## src/hw/rtl/ppre_pkg.sv

```systemverilog
// ppre_pkg: shared types, constants and helpers of the packed-pixel raster engine
// no dependencies; used by ppre_ctrl, ppre_datapath and the top level

package ppre_pkg;

    localparam int DEF_SCREEN_WIDTH    = 320;
    localparam int DEF_SCREEN_HEIGHT   = 200;
    localparam int DEF_ROW_PITCH_BYTES = 80;

    // stream widths: fields packed from bit 0 up, padded to whole bytes
    localparam int IN_TDATA_W  = 80;
    localparam int OUT_TDATA_W = 16;

    // internal coordinate width, holds origin plus position plus extents
    localparam int EXT_W = 14;

    localparam logic [7:0] PIX_ON_BYTE = 8'hFF;

    typedef enum logic [2:0] {
        OP_PIXEL  = 3'd0,
        OP_FILL   = 3'd1,
        OP_INVERT = 3'd2,
        OP_SCROLL = 3'd3,
        OP_READ   = 3'd4
    } opcode_t;

    typedef enum logic [2:0] {
        ST_IDLE,
        ST_SETUP_A,
        ST_SETUP_B,
        ST_ROW,
        ST_READ,
        ST_WRITE,
        ST_FINISH
    } state_t;

    typedef struct packed {
        logic load;
        logic setup_a;
        logic setup_b;
        logic row_eval;
        logic row_step;
        logic mem_rd;
        logic mem_wr;
        logic col_step;
        logic finish;
    } ctrl_cmd_t;

    typedef struct packed {
        logic active;
        logic row_ok;
        logic has_cols;
        logic last_row;
        logic last_col;
        logic out_free;
    } dp_status_t;

    // byte mask covering pixels lb..rb, leftmost pixel in bits 7..6
    function automatic logic [7:0] edge_mask(input logic [1:0] lb, input logic [1:0] rb);
        logic [2:0] lsh;
        logic [2:0] rsh;
        lsh = {lb, 1'b0};
        rsh = {2'd3 - rb, 1'b0};
        return (8'hFF >> lsh) & (8'hFF << rsh);
    endfunction

endpackage

```

## src/hw/rtl/ppre_ctrl.sv

```systemverilog
// ppre_ctrl: command sequencer of the raster engine
// depends on ppre_pkg; drives ppre_datapath through ctrl_cmd_t, reads dp_status_t

module ppre_ctrl
    import ppre_pkg::*;
(
    input  logic       clk,
    input  logic       rst_n,
    input  logic       s_tvalid,
    output logic       s_tready,
    input  dp_status_t status,
    output ctrl_cmd_t  cmd
);

    state_t state_reg;
    state_t state_next;

    always_ff @(posedge clk or negedge rst_n)
    begin
        if (!rst_n)
        begin
            state_reg <= ST_IDLE;
        end
        else
        begin
            state_reg <= state_next;
        end
    end

    always_comb
    begin
        state_next = state_reg;
        unique case (state_reg)
            ST_IDLE:
            begin
                if (s_tvalid)
                begin
                    state_next = ST_SETUP_A;
                end
            end
            ST_SETUP_A: state_next = ST_SETUP_B;
            ST_SETUP_B: state_next = ST_ROW;
            ST_ROW:
            begin
                priority if (!status.active)
                begin
                    state_next = ST_FINISH;
                end
                else if (status.row_ok && status.has_cols)
                begin
                    state_next = ST_READ;
                end
                else if (status.last_row)
                begin
                    state_next = ST_FINISH;
                end
                else
                begin
                    state_next = ST_ROW;
                end
            end
            ST_READ: state_next = ST_WRITE;
            ST_WRITE:
            begin
                priority if (!status.last_col)
                begin
                    state_next = ST_READ;
                end
                else if (status.last_row)
                begin
                    state_next = ST_FINISH;
                end
                else
                begin
                    state_next = ST_ROW;
                end
            end
            ST_FINISH:
            begin
                if (status.out_free)
                begin
                    state_next = ST_IDLE;
                end
            end
            default: state_next = ST_IDLE;
        endcase
    end

    always_comb
    begin
        cmd      = '0;
        s_tready = 1'b0;
        unique case (state_reg)
            ST_IDLE:
            begin
                s_tready = 1'b1;
                cmd.load = s_tvalid;
            end
            ST_SETUP_A: cmd.setup_a = 1'b1;
            ST_SETUP_B: cmd.setup_b = 1'b1;
            ST_ROW:
            begin
                if (status.active)
                begin
                    cmd.row_eval = 1'b1;
                    cmd.row_step = !(status.row_ok && status.has_cols) && !status.last_row;
                end
            end
            ST_READ: cmd.mem_rd = 1'b1;
            ST_WRITE:
            begin
                cmd.mem_wr   = 1'b1;
                cmd.col_step = !status.last_col;
                cmd.row_step = status.last_col && !status.last_row;
            end
            ST_FINISH: cmd.finish = status.out_free;
            default: cmd = '0;
        endcase
    end

endmodule

```

## config.mk

```make
export PLATFORM = sky130hd
export DESIGN_NAME = ppre_ctrl
export DESIGN_NICKNAME = d
export VERILOG_FILES = /design/src/hw/rtl/ppre_pkg.sv /design/src/hw/rtl/ppre_ctrl.sv
export SDC_FILE = /design/constraint.sdc
export NUM_CORES = 1
export LEC_CHECK = 0
export BUFFER_PORTS_ARGS = -buffer_cell sky130_fd_sc_hd__buf_4
export CORE_AREA = 2 2 39 41
export DETAILED_ROUTE_END_ITERATION = 7
export DIE_AREA = 0 0 41 43
export PLACE_DENSITY_LB_ADDON = 0.05
export SLEW_MARGIN = 10
export SYNTH_ARGS = -nofsm -noshare
export SYNTH_HDL_FRONTEND = slang
export SYNTH_SLANG_ARGS = --single-unit
```

## constraint.sdc

```tcl
create_clock -name clk -period 1.2 [get_ports clk]
set_input_delay 0.12 -clock clk [delete_from_list [all_inputs] [get_ports clk]]
set_output_delay 0.12 -clock clk [all_outputs]
set_load 0.02 [all_outputs]
```

-- Word level (Yosys, flattened, before mapping)
Cells that the tools add are included.
- multiply operators: 0
- reductions and logical operators: 8
- div/mod/pow operators: 0
- equal/unequal tests: 8
- add/sub/neg operators: 0
- bitwise gates (word level): 0
- multiplexer cells: 17
- $lt $le $gt $ge: 0
- shifts and indexed selects: 0
- operators with widths (cell ; count):
    one-hot mux 3 bit (7 select lines) ; 1
    two-way mux 3 bit ; 6
    equality test 3 bit, second input constant ; 3
    two-way mux 1 bit ; 7
    equality test 3 x 2 -> 1 bit, second input constant ; 2
    two-way mux 2 bit ; 2
    inequality test 2 bit, second input constant ; 2
    equality test 3 x 1 -> 1 bit, second input constant ; 1
    logical AND 1 bit ; 3
    logical NOT 1 bit ; 3
    logical NOT 3 bit ; 1
    one-hot mux 1 bit (2 select lines) ; 1
    AND reduction 2 bit ; 1
- bits in writable memories: 0
- output and inout port bits: 10
- bits in latches: 0
- input port bits: 9
- word-level logic and storage cells: 34
- memory bits (read-only): 0
- flip-flop bits (word level): 3
- memories kept: 0

-- Longest topological paths before layout
Gate-level depths: netlist of run 1.
- depth in word-level cells: 5
- mapped depth: 4
- depth with buffers taken out: 3

-- Least setup slack after synthesis of run 1
No wires, ideal clock.
- path type: reg-to-output
- start: register state_reg[0]
- end: output port cmd[8] (netlist bit)
- cell stages (with the launch flop): 4
- buffers on the path: 1
- required time: 1.080 ns
- setup slack: -0.120 ns
- data arrival time: 1.200 ns
- path through: dfrtp_1 -> buf_2 -> nor3_2 -> and2_1
- RTL lines (element ; RTL line ; source):
    start, declared ; ppre_ctrl.sv:15 ; state_t state_reg;
    start signal, assigned ; ppre_ctrl.sv:26 ; state_reg <= state_next;
    end, declared ; ppre_ctrl.sv:12 ; output ctrl_cmd_t cmd

==> results of run 1 <==
## metal layers
layer  track usage  part of all wire  vias to the layer above
met5             0                 0                        -
met4         0.120             0.038                        0
met3        0.0366             0.052                        4
met2         0.213              0.54                       15
met1         0.155              0.37                      176
li1              -                 -                      187
## cells by family (layout without fill, tap and decap cells)
group,count (synthesis),in the layout,synth area share
AND/OR/NAND/NOR,19,19,0.400
buffers and inverters,5,34,0.100
flip-flops,3,3,0.240
AO/OA/AOI/OAI,10,10,0.260
## final cells by class
cell class | instances | area, um2
clock buffers | 4 | 26.3
fillers | 152 | 781
inverters | 2 | 7.51
multi-input cells | 29 | 229
flip-flops and latches | 3 | 77.6
well taps | 16 | 20.0
repair buffers | 28 | 243
## path summary, 6_finish.rpt
path | startpoint | end | cells past startpoint
setup / recovery | state_reg[1] | cmd[8] | 4
hold / removal | status[0] | state_reg[1] | 4
setup reg to reg | state_reg[2] | state_reg[1] | 6
hold reg to reg | state_reg[0] | state_reg[1] | 1
max in group asynchronous | rst_n | state_reg[1] | 2
min in group asynchronous | rst_n | state_reg[0] | 2
## report_power, final
group	total (mW)	switching [mW]	internal [mW]
logic	1.08	0.478	0.604
registers	0.272	0.113	0.159
clock network	0.190	0.0643	0.125
## metrics by stage
step	power (mW)	util	worst slack [ns]	hold slack [ns]
global placement	1.11	0.348	0.0134	-0.0920
finish	1.54	0.436	-0.182	0.186
detailed placement	1.10	0.348	0.00804	-0.0883
floorplan	0.825	-	0.0229	-0.176
CTS	1.52	0.429	-0.186	0.180
global route	1.66	0.436	-0.260	0.201
## cell usage after synthesis (all sizes together)
cell    count
a21boi      2
a22o        1
nor2b       4
nor2        2
o32ai       1
dfrtp       3
nand2       4
and3        2
buf         3
inv         2
o221ai      1
a32oi       1
a31oi       1
o21ai       2
and2        2
nor3        3
and2b       2
a21o        1
## worst max-delay path, delay by kind of cell (launching register included)
kind | cells | cell delay, ns
simple gates | 2 | 0.32
buf+inv | 2 | 0.25
flops | 1 | 0.45
## timing repair
action	CTS	global route
cloned	0	0
gates resized for setup	15	1
hold buffers	1	0
setup buffers	4	1
setup endpoints to repair	10	12
pin swaps	2	1
endpoints found under the hold margin	3	0
==> summary.txt, run 1 <==
Final ANT Viol Nets: 0
RSZ-0062 raised after global routing: true
cell area after layout: 603 um2
die height: 43 um
Post-Syn Instances: 37
vias in the first global route: 413
arrival time worst endpoint: 1.26 ns
combined area of all synthesized cells: 313 um2
global-route wire length before repair: 1630 um
total count of max-transition violations in the final report: 0
clock transition at the registers of the reported paths: 0.04 ns
number of warnings reported in the yosys synthesis log: 0
Critical Path, Cell by Cell: buf_6 -> nor3_4 -> and2_4 -> buf_6
post-synthesis net count: 46
HPWL after detailed placement: 713 um
detailed-route DRC error count: 0
number of maximum-capacitance violations: 0
pin count of the biggest net entering global routing: 14
DIE WIDTH: 41 um
crit-path max FO: 5
Tcrit/Tclk final: 1.15
slack of the worst reg-to-reg path: -0.06 ns
number of input and output port buffers inserted: 18
Slew Limit Headroom: 0.823
top library cells by usage in the layout, fill and taps aside: buf_4, buf_6, clkbuf_4
violated checks: negative setup slack
CTS tree: done
starting density of the core: 0.226
clock root cell: clkbuf_4
total CTS buffers: 3
transition time at the pin with the least slew margin: 0.265 ns
I/O Pins: 19
sum of negative setup slack: -1.19 ns
Initial DRT Pass Iterations: 4
routed wire length: 1000 um
library cell appearing most often on the critical path: buf_6
leading cell types by total area after synthesis: dfrtp_1, nor2b_4, o32ai_2
leak pwr: 0.301 nW
run status: finished, violations left
flip-flop count of the largest register after layout: 3
largest clock skew in the final design: 0.00520 ns
count of state elements after synthesis: 3
wire per inst: 12.2 um
Clock Sinks: 3
routed via count: 382
share of layout cells above drive strength 1: 0.652
clock insertion delay at the later pin of the skew report: 0.24 ns
nets@finish: 76
post-synth top area share: 0.240
Worst EP required: 1.08 ns
Final setup violation count: 11
std cell rows: 14
Peak supply drop: 0.783 mV
synthesized area divided by synthesized cell count: 8.45 um2
startpoint-to-endpoint class of the critical path: reg2out
CP max-delay cell: dfrtp_2
number of failing hold endpoints at the final stage: 0
maximum clock insertion buffer count: 2
startpoint type of the worst setup path: register
fmax: 0.724 GHz
placed instance count: 72
endpoint class of the critical path: output port
type of the tightest min-delay check: in2reg
total routing resource utilization after global routing: 0.142
power density over the cells: 2560 nW/um2
gpl congestion: 0.699
most frequent standard cell in the layout excluding fill and tap cells: buf_4
non-filler instance count after layout: 82
die area: 1760 um2
Congestion Overflow GR: 0
largest area contributor in the netlist: dfrtp_1
drt via density: 4.66
post-layout minimum cycle time: 1.38 ns
cell area after placement: 482 um2
Diodes inserted: 0
final worst slack: -0.182 ns
number of H-tree levels: 1
sequential cell area fraction in the yosys report: 0.240
antenna violations before repair: 0
unique cell type count in the Yosys netlist: 23
Layout area overhead: 92.8%
delay of the slowest cell on the worst path: 0.45 ns
Initial DRC Count: 2
placeable core area: 1380 um2
(Power assumes the default switching activity.)
==> run 2: changes to the inputs <==
--- a/config.mk
+++ b/config.mk
@@ -5,11 +5,13 @@
 export SDC_FILE = /design/constraint.sdc
 export NUM_CORES = 1
 export LEC_CHECK = 0
+export ABC_AREA = 1
 export BUFFER_PORTS_ARGS = -buffer_cell sky130_fd_sc_hd__buf_4
 export CORE_AREA = 2 2 39 41
 export DETAILED_ROUTE_END_ITERATION = 7
 export DIE_AREA = 0 0 41 43
 export PLACE_DENSITY_LB_ADDON = 0.05
+export SKIP_CTS_REPAIR_TIMING = 1
 export SLEW_MARGIN = 10
 export SYNTH_ARGS = -nofsm -noshare
 export SYNTH_HDL_FRONTEND = slang
==> summary.txt, run 2 <==
CTS tree: done
global-route wire length before repair: 1280 um
number of maximum-capacitance violations: 0
largest clock skew in the final design: 0.00536 ns
number of synthesized flops with an enable pin: 0
total power draw: 1.25 mW
std cell rows: 14
Peak supply drop: 0.887 mV
vias in the first global route: 321
critical path's top delay family: flip-flops
number of input and output port buffers inserted: 18
antenna violations before repair: 0
Most used DFF post-synth: dfrtp_1
endpoint class of the critical path: output port
Layout area overhead: 82.4%
largest area contributor in the netlist: dfrtp_1
number of H-tree levels: 1
drt via density: 4.08
violated checks: negative setup slack
placeable core area: 1380 um2
total count of max-transition violations in the final report: 0
unique cell type count in the Yosys netlist: 16
total CTS buffers: 3
power density over the cells: 2300 nW/um2
Initial DRC Count: 1
nets@finish: 82
clock root cell: clkbuf_4
arrival time worst endpoint: 1.18 ns
maximum clock insertion buffer count: 2
Slew Limit Headroom: 0.873
post-synth top area share: 0.252
fraction of registers with async set/reset: 1.00
gpl congestion: 0.742
HPWL after detailed placement: 650 um
Tcrit/Tclk final: 1.08
number of failing hold endpoints at the final stage: 0
clock insertion delay at the later pin of the skew report: 0.24 ns
transition time at the pin with the least slew margin: 0.189 ns
final worst slack: -0.101 ns
run status: finished, violations left
routed via count: 359
flip-flop count of the largest register after layout: 3
synthesized area divided by synthesized cell count: 6.08 um2
starting density of the core: 0.215
most instantiated library cell after synthesis: inv_1
Final ANT Viol Nets: 0
top cells by instance count after synthesis: inv_1, nand2_1, nand3_1, nor2_1
leading cell types by total area after synthesis: dfrtp_1, inv_1, nand2_1
startpoint type of the worst setup path: register
Post-Syn Instances: 49
routed wire length: 840 um
wire per inst: 9.55 um
most frequent standard cell in the layout excluding fill and tap cells: buf_4
count of buffering cells on the critical path with inverters included: 1
Diodes inserted: 0
pin count of the biggest net entering global routing: 8
leak pwr: 0.308 nW
die height: 43 um
clock transition at the registers of the reported paths: 0.04 ns
Initial DRT Pass Iterations: 2
fill cell total of the finished layout: 166
total routing resource utilization after global routing: 0.112
post-synthesis net count: 58
sequential standard cell area: 78.8 um2
number of warnings reported in the yosys synthesis log: 0
area occupied by multi-input gates: 200 um2
share of layout cells above drive strength 1: 0.556
sum of negative setup slack: -0.453 ns
delay of the slowest cell on the worst path: 0.48 ns
Congestion Overflow GR: 0
type of the tightest min-delay check: in2reg
combined area of all synthesized cells: 298 um2
post-layout minimum cycle time: 1.30 ns
Clock Sinks: 3
detailed-route DRC error count: 0
RSZ-0062 raised after global routing: true
top library cells by usage in the layout, fill and taps aside: buf_4, inv_1, nand2_1
die area: 1760 um2
fmax: 0.769 GHz
DIE WIDTH: 41 um
count of state elements after synthesis: 3
Final setup violation count: 8
Critical Path, Cell by Cell: nor2_4 -> nand2_2 -> nor2_1 -> buf_4
crit-path max FO: 7
startpoint-to-endpoint class of the critical path: reg2out
I/O Pins: 19
CP max-delay cell: dfrtp_2
sequential cell area fraction in the yosys report: 0.252
Worst EP required: 1.08 ns
[run 2: cell count changes after synthesis, sizes merged, moves of 4 or more]
cell	change
nor2b	-4
nor2	+4
nand2	+5
nand3	+7
inv	+12
[run 2: worst paths after layout]
kind / from / cells past startpoint / endpoint / slack [ns]
max: state_reg[1] / 4 / cmd[1] / -0.10
min: status[2] / 3 / state_reg[2] / 0.12
max reg2reg: state_reg[1] / 6 / state_reg[0] / 0.18
min reg2reg: state_reg[0] / 3 / state_reg[0] / 0.70
max in group asynchronous: rst_n / 2 / state_reg[1] / 0.88
min in group asynchronous: rst_n / 2 / state_reg[2] / 0.21
[run 2: worst min-delay path: stages]
cell     delay (ns)
buf_4          0.10
o21ai_2        0.05
nand3_2        0.06
[run 2: final cells by class]
| cell class | instances | share of cell area |
|---|---|---|
| Tap cell | 16 | 0.0369 |
| Sequential cell | 3 | 0.145 |
| Inverter | 14 | 0.106 |
| Clock buffer | 4 | 0.0484 |
| Multi-Input combinational cell | 31 | 0.369 |
| Timing Repair Buffer | 20 | 0.295 |
[run 2: cells by family (layout without fill, tap and decap cells)]
group                  Yosys count  count (layout)  synth area share
AO/OA/AOI/OAI                    4               4            0.0798
AND/OR/NAND/NOR                 27              27             0.466
flip-flops                       3               3             0.252
buffers and inverters           15              38             0.202
[run 2: metrics by stage]
step / setup slack, ns / area (um2) / std cells / util / hold WS [ns]
after floorplan: 0.0676 / 303 / 49 / - / -0.176
after global placement: 0.00801 / 458 / 83 / 0.331 / -0.0880
after detailed placement: 0.0420 / 458 / 83 / 0.331 / -0.0895
after CTS: -0.210 / 484 / 87 / 0.350 / -0.334
after global routing: -0.164 / 543 / 88 / 0.392 / 0.137
final: -0.101 / 543 / 88 / 0.392 / 0.121
[run 2: layer usage]
layer | vias to the layer above | part of all wire | track usage
met1 | 154 | 0.45 | 0.155
met3 | 0 | 0.040 | 0.0157
li1 | 197 | - | -
met2 | 8 | 0.51 | 0.150
met4 | 0 | 0 | 0.0800
met5 | - | 0 | 0
[run 2: where the power goes]
group	switching, mW	internal [mW]	total [mW]
Sequential	0.136	0.163	0.299
Clock	0.0597	0.125	0.185
Combinational	0.440	0.326	0.766
Total	0.636	0.614	1.25
