### src/hw/rtl/ppre_pkg.sv
// ppre_pkg: shared types, constants and helpers of the packed-pixel raster engine
// no dependencies; used by ppre_ctrl, ppre_datapath and the top level

package ppre_pkg;

    localparam int DEF_SCREEN_WIDTH    = 320;
    localparam int DEF_SCREEN_HEIGHT   = 200;
    localparam int DEF_ROW_PITCH_BYTES = 80;

    // stream widths: fields packed from bit 0 up, padded to whole bytes
    localparam int IN_TDATA_W  = 80;
    localparam int OUT_TDATA_W = 16;

    // internal coordinate width, holds origin plus position plus extents
    localparam int EXT_W = 14;

    localparam logic [7:0] PIX_ON_BYTE = 8'hFF;

    typedef enum logic [2:0] {
        OP_PIXEL  = 3'd0,
        OP_FILL   = 3'd1,
        OP_INVERT = 3'd2,
        OP_SCROLL = 3'd3,
        OP_READ   = 3'd4
    } opcode_t;

    typedef enum logic [2:0] {
        ST_IDLE,
        ST_SETUP_A,
        ST_SETUP_B,
        ST_ROW,
        ST_READ,
        ST_WRITE,
        ST_FINISH
    } state_t;

    typedef struct packed {
        logic load;
        logic setup_a;
        logic setup_b;
        logic row_eval;
        logic row_step;
        logic mem_rd;
        logic mem_wr;
        logic col_step;
        logic finish;
    } ctrl_cmd_t;

    typedef struct packed {
        logic active;
        logic row_ok;
        logic has_cols;
        logic last_row;
        logic last_col;
        logic out_free;
    } dp_status_t;

    // byte mask covering pixels lb..rb, leftmost pixel in bits 7..6
    function automatic logic [7:0] edge_mask(input logic [1:0] lb, input logic [1:0] rb);
        logic [2:0] lsh;
        logic [2:0] rsh;
        lsh = {lb, 1'b0};
        rsh = {2'd3 - rb, 1'b0};
        return (8'hFF >> lsh) & (8'hFF << rsh);
    endfunction

endpackage

### src/hw/rtl/ppre_datapath.sv
// ppre_datapath: command registers, clipping setup, row/column walk and result register
// depends on ppre_pkg; talks to ppre_ram through its ports

module ppre_datapath
    import ppre_pkg::*;
#(
    parameter int SCREEN_WIDTH    = DEF_SCREEN_WIDTH,
    parameter int SCREEN_HEIGHT   = DEF_SCREEN_HEIGHT,
    parameter int ROW_PITCH_BYTES = DEF_ROW_PITCH_BYTES
) (
    input  logic                                           clk,
    input  logic                                           rst_n,
    input  logic [IN_TDATA_W-1:0]                          s_tdata,
    input  ctrl_cmd_t                                      cmd,
    output dp_status_t                                     status,
    output logic                                           m_tvalid,
    input  logic                                           m_tready,
    output logic [OUT_TDATA_W-1:0]                         m_tdata,
    output logic                                           ram_we,
    output logic [$clog2(ROW_PITCH_BYTES*SCREEN_HEIGHT)-1:0] ram_waddr,
    output logic [7:0]                                     ram_wdata,
    output logic                                           ram_re,
    output logic [$clog2(ROW_PITCH_BYTES*SCREEN_HEIGHT)-1:0] ram_raddr,
    input  logic [7:0]                                     ram_rdata
);

    localparam int PITCH_PIXELS = 4 * ROW_PITCH_BYTES;
    localparam int VIS_W        = (SCREEN_WIDTH < PITCH_PIXELS) ? SCREEN_WIDTH : PITCH_PIXELS;
    localparam int VIS_BYTES    = (VIS_W + 3) / 4;
    localparam int ADDR_W       = $clog2(ROW_PITCH_BYTES * SCREEN_HEIGHT);
    localparam int COL_W        = $clog2(ROW_PITCH_BYTES);
    localparam int ROW_W        = $clog2(SCREEN_HEIGHT);

    localparam logic signed [EXT_W-1:0] VIS_W_S     = EXT_W'(VIS_W);
    localparam logic signed [EXT_W-1:0] VIS_BYTES_S = EXT_W'(VIS_BYTES);
    localparam logic signed [EXT_W-1:0] HEIGHT_S    = EXT_W'(SCREEN_HEIGHT);
    localparam logic signed [EXT_W-1:0] ZERO_S      = '0;
    localparam logic signed [EXT_W-1:0] ONE_S       = EXT_W'(1);

    // command fields
    opcode_t                  op_reg;
    logic signed [EXT_W-1:0]  x_reg;
    logic signed [EXT_W-1:0]  y_reg;
    logic [9:0]               w_reg;
    logic [9:0]               h_reg;
    logic                     color_reg;
    logic [7:0]               dy_reg;

    // setup results
    logic signed [EXT_W-1:0]  x1_reg;
    logic signed [EXT_W-1:0]  y1_reg;
    logic signed [EXT_W-1:0]  bxe_reg;
    logic signed [EXT_W-1:0]  yl_reg;

    // walk state
    logic signed [EXT_W-1:0]  row_reg;
    logic signed [EXT_W-1:0]  row_last_reg;
    logic [COL_W-1:0]         col_reg;
    logic [COL_W-1:0]         col_lo_reg;
    logic [COL_W-1:0]         col_last_reg;
    logic [1:0]               edge_lo_reg;
    logic [1:0]               edge_hi_reg;
    logic                     has_cols_reg;
    logic                     colclip_reg;
    logic                     active_reg;
    logic                     clip_reg;
    logic [ADDR_W-1:0]        dst_base_reg;
    logic [ADDR_W-1:0]        src_base_reg;
    logic [7:0]               rd_reg;

    // result register
    logic                     out_valid_reg;
    logic [7:0]               out_rd_reg;
    logic                     out_clip_reg;

    // input item decode: opcode, origin_x, origin_y, pos_x, pos_y,
    // rect_width, rect_height, color, scroll_rows
    logic signed [10:0] in_ox;
    logic signed [10:0] in_oy;
    logic signed [10:0] in_px;
    logic signed [10:0] in_py;
    logic signed [EXT_W-1:0] x_sum;
    logic signed [EXT_W-1:0] y_sum;

    assign in_ox = $signed(s_tdata[13:3]);
    assign in_oy = $signed(s_tdata[24:14]);
    assign in_px = $signed(s_tdata[35:25]);
    assign in_py = $signed(s_tdata[46:36]);
    assign x_sum = EXT_W'(in_ox) + EXT_W'(in_px);
    assign y_sum = EXT_W'(in_oy) + EXT_W'(in_py);

    logic signed [EXT_W-1:0] w_s;
    logic signed [EXT_W-1:0] h_s;
    logic signed [EXT_W-1:0] dy_s;
    logic signed [EXT_W-1:0] bx;
    logic signed [EXT_W-1:0] cnt_s;

    assign w_s   = $signed(EXT_W'(w_reg));
    assign h_s   = $signed(EXT_W'(h_reg));
    assign dy_s  = $signed(EXT_W'(dy_reg));
    assign bx    = x_reg >>> 2;
    assign cnt_s = $signed(EXT_W'(w_reg[9:2]));

    // per-opcode walk setup
    logic signed [EXT_W-1:0] su_row;
    logic signed [EXT_W-1:0] su_row_last;
    logic [COL_W-1:0]        su_col_lo;
    logic [COL_W-1:0]        su_col_last;
    logic [1:0]              su_edge_lo;
    logic [1:0]              su_edge_hi;
    logic                    su_has_cols;
    logic                    su_colclip;
    logic                    su_active;
    logic                    su_clip;

    always_comb
    begin
        logic signed [EXT_W-1:0] cx0;
        logic signed [EXT_W-1:0] cx1;
        logic signed [EXT_W-1:0] cy0;
        logic signed [EXT_W-1:0] cy1;
        logic signed [EXT_W-1:0] cb0;
        logic signed [EXT_W-1:0] cb1;
        logic signed [EXT_W-1:0] lo;
        logic signed [EXT_W-1:0] hi;
        logic signed [EXT_W-1:0] hi_m1;
        logic                    on;
        logic                    nz;

        cx0   = (x_reg < ZERO_S) ? ZERO_S : x_reg;
        cx1   = (x1_reg > VIS_W_S - ONE_S) ? VIS_W_S - ONE_S : x1_reg;
        cy0   = (y_reg < ZERO_S) ? ZERO_S : y_reg;
        cy1   = (y1_reg > HEIGHT_S - ONE_S) ? HEIGHT_S - ONE_S : y1_reg;
        cb0   = cx0 >>> 2;
        cb1   = cx1 >>> 2;
        lo    = (bx < ZERO_S) ? ZERO_S : ((bx > VIS_BYTES_S) ? VIS_BYTES_S : bx);
        hi    = (bxe_reg > VIS_BYTES_S) ? VIS_BYTES_S : bxe_reg;
        hi_m1 = hi - ONE_S;
        on    = (x_reg >= ZERO_S) && (x_reg < VIS_W_S) && (y_reg >= ZERO_S) && (y_reg < HEIGHT_S);
        nz    = (w_reg != '0) && (h_reg != '0);

        su_row      = y_reg;
        su_row_last = y_reg;
        su_col_lo   = bx[COL_W-1:0];
        su_col_last = bx[COL_W-1:0];
        su_edge_lo  = x_reg[1:0];
        su_edge_hi  = x_reg[1:0];
        su_has_cols = 1'b1;
        su_colclip  = 1'b0;
        su_active   = 1'b0;
        su_clip     = 1'b0;

        unique case (op_reg)
            OP_PIXEL, OP_READ:
            begin
                su_active = on;
                su_clip   = !on;
            end
            OP_FILL:
            begin
                su_row      = cy0;
                su_row_last = cy1;
                su_col_lo   = cb0[COL_W-1:0];
                su_col_last = cb1[COL_W-1:0];
                su_edge_lo  = cx0[1:0];
                su_edge_hi  = cx1[1:0];
                su_active   = nz && (cx0 <= cx1) && (cy0 <= cy1);
                su_clip     = nz && ((cx0 != x_reg) || (cx1 != x1_reg) ||
                                     (cy0 != y_reg) || (cy1 != y1_reg));
            end
            OP_INVERT:
            begin
                su_row      = ZERO_S;
                su_row_last = HEIGHT_S - ONE_S;
                su_col_lo   = '0;
                su_col_last = COL_W'(ROW_PITCH_BYTES - 1);
                su_edge_lo  = 2'd0;
                su_edge_hi  = 2'd3;
                su_active   = 1'b1;
            end
            OP_SCROLL:
            begin
                su_row      = y_reg;
                su_row_last = yl_reg;
                su_col_lo   = lo[COL_W-1:0];
                su_col_last = hi_m1[COL_W-1:0];
                su_edge_lo  = 2'd0;
                su_edge_hi  = 2'd3;
                su_has_cols = lo < hi;
                su_colclip  = (bx < ZERO_S) || (bxe_reg > VIS_BYTES_S);
                su_active   = (cnt_s != ZERO_S) && (y_reg <= yl_reg);
            end
            default:
            begin
                su_active = 1'b0;
                su_clip   = 1'b0;
            end
        endcase
    end

    // row checks and addressing
    logic signed [EXT_W-1:0] src_row;
    logic                    row_ok;
    logic [ROW_W-1:0]        row_u;
    logic [ROW_W-1:0]        src_u;
    logic [1:0]              lb;
    logic [1:0]              rb;
    logic [7:0]              mask;
    logic [7:0]              new_val;
    logic [7:0]              wbyte;

    assign src_row = row_reg + dy_s;
    assign row_ok  = (row_reg >= ZERO_S) && (row_reg < HEIGHT_S) &&
                     ((op_reg != OP_SCROLL) || ((src_row >= ZERO_S) && (src_row < HEIGHT_S)));
    assign row_u   = row_reg[ROW_W-1:0];
    assign src_u   = src_row[ROW_W-1:0];

    assign lb   = (col_reg == col_lo_reg) ? edge_lo_reg : 2'd0;
    assign rb   = (col_reg == col_last_reg) ? edge_hi_reg : 2'd3;
    assign mask = edge_mask(lb, rb);

    always_comb
    begin
        unique case (op_reg)
            OP_INVERT: new_val = ~ram_rdata;
            OP_SCROLL: new_val = ram_rdata;
            default:   new_val = color_reg ? PIX_ON_BYTE : 8'h00;
        endcase
    end

    assign wbyte = (ram_rdata & ~mask) | (new_val & mask);

    assign ram_re    = cmd.mem_rd;
    assign ram_raddr = ((op_reg == OP_SCROLL) ? src_base_reg : dst_base_reg) + ADDR_W'(col_reg);
    assign ram_we    = cmd.mem_wr && (op_reg != OP_READ);
    assign ram_waddr = dst_base_reg + ADDR_W'(col_reg);
    assign ram_wdata = wbyte;

    // control registers
    always_ff @(posedge clk or negedge rst_n)
    begin
        if (!rst_n)
        begin
            active_reg    <= 1'b0;
            clip_reg      <= 1'b0;
            out_valid_reg <= 1'b0;
        end
        else
        begin
            if (cmd.setup_b)
            begin
                active_reg <= su_active;
                clip_reg   <= su_clip;
            end
            else if (cmd.row_eval && (!row_ok || colclip_reg))
            begin
                clip_reg <= 1'b1;
            end

            if (cmd.finish)
            begin
                out_valid_reg <= 1'b1;
            end
            else if (m_tready)
            begin
                out_valid_reg <= 1'b0;
            end
        end
    end

    // payload registers
    always_ff @(posedge clk)
    begin
        if (cmd.load)
        begin
            op_reg    <= opcode_t'(s_tdata[2:0]);
            x_reg     <= x_sum;
            y_reg     <= y_sum;
            w_reg     <= s_tdata[56:47];
            h_reg     <= s_tdata[66:57];
            color_reg <= s_tdata[67];
            dy_reg    <= s_tdata[75:68];
        end

        if (cmd.setup_a)
        begin
            x1_reg  <= x_reg + w_s - ONE_S;
            y1_reg  <= y_reg + h_s - ONE_S;
            bxe_reg <= bx + cnt_s;
            yl_reg  <= y_reg + h_s - dy_s - ONE_S;
        end

        if (cmd.setup_b)
        begin
            row_last_reg <= su_row_last;
            col_lo_reg   <= su_col_lo;
            col_last_reg <= su_col_last;
            edge_lo_reg  <= su_edge_lo;
            edge_hi_reg  <= su_edge_hi;
            has_cols_reg <= su_has_cols;
            colclip_reg  <= su_colclip;
        end

        priority if (cmd.setup_b)
        begin
            row_reg <= su_row;
        end
        else if (cmd.row_step)
        begin
            row_reg <= row_reg + ONE_S;
        end

        if (cmd.row_eval)
        begin
            dst_base_reg <= ADDR_W'(row_u) * ADDR_W'(ROW_PITCH_BYTES);
            src_base_reg <= ADDR_W'(src_u) * ADDR_W'(ROW_PITCH_BYTES);
        end

        priority if (cmd.row_eval)
        begin
            col_reg <= col_lo_reg;
        end
        else if (cmd.col_step)
        begin
            col_reg <= col_reg + 1'b1;
        end

        if (cmd.mem_wr && (op_reg == OP_READ))
        begin
            rd_reg <= ram_rdata;
        end

        if (cmd.finish)
        begin
            out_rd_reg   <= ((op_reg == OP_READ) && !clip_reg) ? rd_reg : 8'h00;
            out_clip_reg <= clip_reg;
        end
    end

    assign status.active   = active_reg;
    assign status.row_ok   = row_ok;
    assign status.has_cols = has_cols_reg;
    assign status.last_row = (row_reg == row_last_reg);
    assign status.last_col = (col_reg == col_last_reg);
    assign status.out_free = !out_valid_reg || m_tready;

    assign m_tvalid = out_valid_reg;
    assign m_tdata  = {7'b0, out_clip_reg, out_rd_reg};

endmodule

### config.mk
export PLATFORM = sky130hd
export DESIGN_NAME = ppre_datapath
export DESIGN_NICKNAME = d
export VERILOG_FILES = /design/src/hw/rtl/ppre_pkg.sv /design/src/hw/rtl/ppre_datapath.sv
export SDC_FILE = /design/constraint.sdc
export NUM_CORES = 1
export LEC_CHECK = 0
export BUFFER_PORTS_ARGS = -buffer_cell sky130_fd_sc_hd__buf_2
export CAP_MARGIN = 20
export CORE_ASPECT_RATIO = 1.5
export CORE_MARGIN = 2
export CORE_UTILIZATION = 65
export DETAILED_ROUTE_END_ITERATION = 16
export MAX_ROUTING_LAYER = met4
export PLACE_DENSITY = 0.9
export SYNTH_ARGS = -nofsm -noshare
export SYNTH_HDL_FRONTEND = slang
export SYNTH_SLANG_ARGS = --single-unit
export TNS_END_PERCENT = 20
### constraint.sdc
create_clock -name clk -period 10.5 [get_ports clk]
set_input_delay 2.625 -clock clk [delete_from_list [all_inputs] [get_ports clk]]
set_output_delay 2.625 -clock clk [all_outputs]
set_load 0.01 [all_outputs]
Word level (Yosys, flattened, before mapping)
Index checks and enable logic that the tools add are counted.
W data, S select, Z words.
{"block": "totals", "reg_bits": 209, "in_bits": 100, "out_inout_bits": 61, "wordCells": 150}
{"block": "op_classes", "n_addsub": 16, "n_mul": 2, "magnitude_cmp": 19, "eq_ne": 13, "shifts": 2, "muxes": 28, "bitwise": 6, "reduce_logical": 36}
{"operator": "$mux W14", "n": 10}
{"operator": "$ge A14 B1 Y1 const B", "n": 3}
{"operator": "$le A14 B14 Y1", "n": 3}
{"operator": "$lt A14 B9 Y1 const B", "n": 3}
{"operator": "$ne A14 B14 Y1", "n": 3}
{"operator": "$pmux W14 S3", "n": 1}
{"operator": "$pmux W7 S3", "n": 2}
{"operator": "$sub A14 B2 Y14 const B", "n": 3}
{"operator": "$add A14 B7 Y14", "n": 2}
{"operator": "$pmux W14 S2", "n": 1}
{"operator": "$add A11 B11 Y12", "n": 2}
{"operator": "$and A8 B8 Y8", "n": 3}
{"operator": "$mul A8 B3 Y10 const B", "n": 2}
{"operator": "$reduce_bool A10 Y1", "n": 2}
{"operator": "$not A8 Y8", "n": 2}
{"operator": "$pmux W8 S2", "n": 1}
{"operator": "$logic_and A1 B1 Y1", "n": 15}
{"operator": "$add A14 B11 Y14", "n": 1}
{"operator": "$add A14 B2 Y14 const B", "n": 1}
{"operator": "$add A14 B9 Y14", "n": 1}
{"operator": "$eq A14 B14 Y1", "n": 1}
{"operator": "$eq A7 B7 Y1", "n": 2}
{"operator": "$gt A14 B10 Y1 const B", "n": 1}
{"operator": "$gt A14 B8 Y1 const B", "n": 1}
{"operator": "other kinds (36)", "n": 56}

Depth between registers and ports, before layout
{"block": "logic_depth", "depth_word": 10, "ltp_mapped": 16, "ltp_nobuf": 16}

Least setup slack after synthesis
Ideal clock, no wire load.
{"block": "synth_timing", "path_kind": "input port to output port", "start": "input ram_rdata[0]", "end": "output ram_wdata[0]", "t_arrival_ns": 3.059, "required_time_ns": 7.875, "setup_slack_ns": 4.816, "path_stages": 2, "n_path_buf": 0, "path_cell_list": "o21a_1 -> o21ai_0"}
{"block": "synth_via", "elab_chain_len": 4, "word_cells_on_any_way": 5, "classes_between": "1 x mux; 4 x bitwise"}
{"element": "from (decl)", "line_no": "ppre_datapath.sv:24", "source": "input logic [7:0] ram_rdata"}
{"element": "$not A8 Y8", "line_no": "ppre_datapath.sv:225", "source": "OP_INVERT: new_val = ~ram_rdata;"}
{"element": "$pmux W8 S2", "line_no": "ppre_datapath.sv:224", "source": "unique case (op_reg)"}
{"element": "$and A8 B8 Y8", "line_no": "ppre_datapath.sv:231", "source": "assign wbyte = (ram_rdata & ~mask) | (new_val & mask);"}
{"element": "$or A8 B8 Y8 *", "line_no": "ppre_datapath.sv:231"}
{"element": "to (decl)", "line_no": "ppre_datapath.sv:21", "source": "output logic [7:0] ram_wdata,"}
Every way passes the cells marked *; elsewhere a longest branch is shown, timed or not.

Worst setup path after layout
{"block": "layout_timing", "start": "register op_reg[1]", "end": "output ram_raddr[13]"}
{"block": "layout_via", "elab_chain_len": 3}
{"element": "from (decl)", "line_no": "ppre_datapath.sv:41", "source": "opcode_t op_reg;"}
{"element": "from (signal assigned)", "line_no": "ppre_datapath.sv:276", "source": "op_reg <= opcode_t'(s_tdata[2:0]);"}
{"element": "$eq A3 B2 Y1", "line_no": "ppre_datapath.sv:234", "source": "assign ram_raddr = ((op_reg == OP_SCROLL) ? src_base_reg : dst_base_reg) + ADDR_W'(col_reg);"}
{"element": "$mux W14", "line_no": "ppre_datapath.sv:234"}
{"element": "$add A14 B7 Y14", "line_no": "ppre_datapath.sv:234"}
{"element": "to (decl)", "line_no": "ppre_datapath.sv:23", "source": "output logic [$clog2(ROW_PITCH_BYTES*SCREEN_HEIGHT)-1:0] ram_raddr,"}
No other way between the ends.

==> impl_metrics.ini <==
[power_and_ir_drop]
ir_drop_mv = 0.1252
switchingPower_mw = 1.136
clockPowerShare_pct = 21.3
p_comb_share_pct = 38.4
p_int_mw = 2.056
seqPwrFrac_pct = 40.3
powerDensity_nw_per_um2 = 203.1
p_leak_nw = 6.508
sw_frac_of_total_pct = 35.60

[clock_tree]
post-cts-setup-buffers = 0
clk_root_buffer_cell = clkbuf_16
numCtsBuffers = 20
clk-insertion-delay-late_ps = 500
cts.path.max_buffers = 3
cts_resized = 0
cts_htree_levels = 1
cts_tree = done
postCtsHoldBufs = 0
clk_pin_slew_worst_paths_ps = 60
cts.sinks = 204

[final_layout]
layout-drive-gt1-share_pct = 14.55
layoutNonFillerInstCount = 1785
nNetsFinal = 1750
multi_input_area_sq_um = 7561
final_cell_area_sq_um = 15720
nFillCells = 1487
ff_latch_area_sq_um = 6111
syn2layout_area_growth_pct = 9.991

[sta]
relSlewSlack_pct = 37.92
timing.hold.ws_ps = 519.9
fin_worst_skew_ps = 15.77
fmax_ghz = 0.1387
drv_slew = 0
rsz0062_at_grt = false
fin_setup_tns_ps = 0
fin_ws_ps = 3290
tightest_slew_ps = 922.6
layout_min_cycle_time_ps = 7210
setup_violations = 0
fin_crit_sh_pct = 68.67
finalHoldViolCount = 0

[run_status]
status = finished clean

[run]
drv_cap = 0

[floorplanning]
core_sq_um = 21640
die_w_um = 125.1
ios = 161
die_h_um = 185.6
start_util_pct = 66.04
row_count = 66
dieArea_sq_um = 23210

[place]
gp_routability_congestion = 0.9350
pre_cts_slack_ps = 3913
port_buffers = 147
place_area_sq_um = 15100
dp_cells = 1751
post-dp-hpwl_mm = 24.99

[global_route]
top_usage_layer = met2
grt_overflow = 0
grt_util_met2_pct = 51.22
grt_first_pass_wirelength_mm = 51.54
globalRouteMet3Util_pct = 2.903
grt_pass1_vias = 10940
antenna_found_initial = 1
met1_usage_pct = 30.24
grt_usage_pct = 28.02
grt_max_degree = 59

[logic_synthesis]
yosys_warnings = 0
syn-cell-area_sq_um = 14290
synth.distinct_cells = 93
postSynth.asyncResetShare_pct = 1.471
synth-seq-area-share_pct = 42.77
syn_inst = 1378
synth_edf_count = 201
avgSynthCellArea_sq_um = 10.37
synth_flop_cell = edfxtp_1
synth-seq-cells = 204

[drt]
routed_wl_mm = 32.18
first_pass_iters = 5
drt_iter0_drc = 736
final_antenna_net_count = 0
num_vias = 10990
wire_per_inst_um = 18.03
routed_via_density = 6.158
drc_errors = 0

[worst_setup_path]
cp_cell_sequence = inv_1 -> nor3_2 -> buf_4 -> o21ai_0 -> ha_1 -> a21o_1 -> a21oi_1 -> a21oi_1 -> nand2_1 -> a21oi_1 -> xnor2_1 -> buf_2
arrival_ps = 4580
critPathRequiredTime_ps = 7880
crit_path_frequent_cell = a21oi_1
critical_path_class = reg2out
slowest_delay_ps = 800
cp-start-kind = flip-flop
worst_setup_path_end_kind = primary output
path_max_fanout = 23
cp_slowest_cell = nor3_2

[hold_path]
holdCritPathClass = reg2reg
cell families after synthesis:
| logic type | count (synthesis) | synth area share (%) |
|---|---|---|
| mux | 21 | 1.559 |
| xor+xnor | 139 | 8.573 |
| simple gates | 416 | 14.78 |
| compound gates | 302 | 13.97 |
| fa+ha+maj | 151 | 13.77 |
| buf+inv | 144 | 4.562 |
| flops | 204 | 42.77 |
| other cells | 1 | 0.02624 |
final timing paths:
path,startpoint,endpoint,slack (ps),cells past startpoint
worst max-delay path,op_reg[1],ram_raddr[13],3290,12
worst min-delay path,colclip_reg,clip_reg,520,2
worst max register to register,row_reg[0],src_base_reg[13],6810,16
worst min register to register,colclip_reg,clip_reg,520,2
max in group asynchronous,rst_n,m_tvalid,8460,1
min in group asynchronous,rst_n,clip_reg,1920,1
cells in the mapped netlist, types with 33 or more instances:
library cell	n	area share [%]
inv_1	85	2.2
nand2_1	102	2.7
a21oi_1	77	2.7
xnor2_1	86	5.3
o21ai_0	73	2.6
nor3_1	33	1.2
nor2_1	94	2.5
nand3_1	37	1.3
ha_1	138	12
nor2b_1	39	1.7
edfxtp_1	201	42
xor2_1	52	3.2
power by group through the flow:
stage	logic, mW	registers, mW	clock network (mW)
final	1.23	1.29	0.681
after global routing	1.37	1.30	0.718
after CTS	1.22	1.28	0.685
after detailed placement	1.20	1.30	0
after global placement	1.14	1.29	0
after floorplan	0.942	1.22	0
through the flow:
step                power (mW)  util (%)
floorplan                2.167         -
global placement         2.429     69.80
detailed placement       2.496     69.80
CTS                      3.185     72.63
global route             3.390     72.64
finish                   3.192     72.64
cell type report:
class                           instances  area share [%]
Multi-Input combinational cell       1038           48.11
Sequential cell                       204           38.88
Timing Repair Buffer                  151           4.872
Clock buffer                           26           3.463
Tap cell                              272           2.165
Inverter                               86           2.054
Clock inverter                          7          0.4379
Antenna cell                            1         0.01592
metal layers:
metal / wire, um / vias to the layer above
met5: 0 / -
met4: 1632 / 0
met3: 1934 / 124
met2: 16760 / 470
met1: 11860 / 5149
li1: - / 5249
layout by cell type, fill, tap and decap left out, drive strengths merged, types with 7 or more instances in the layout:
cell,synthesis,layout
nor3,36,36
inv,86,86
mux2i,14,14
nand3,37,37
o22ai,7,7
nand2b,20,20
mux2,7,7
buf,29,151
and2,15,15
clkbuf,29,26
ha,138,138
edfxtp,201,201
xor2,53,53
o21a,18,18
and4,7,7
o21ai,75,75
a21oi,79,79
xnor2,86,86
nor2b,39,39
a211oi,11,11
a31oi,10,10
nor4,15,15
nand2,102,102
or2,9,9
a21o,26,26
conb,1,9
nor2,95,95
fa,11,11
a21boi,9,9
nand4,17,17
critical path: cells and delay by family (launching register included):
kind | cells | cell delay (ps)
compound gates | 5 | 870
xor+xnor | 1 | 130
fa+ha+maj | 1 | 330
buf+inv | 3 | 1040
flops | 1 | 740
simple gates | 2 | 950
Power figures use the tool's default switching activity.
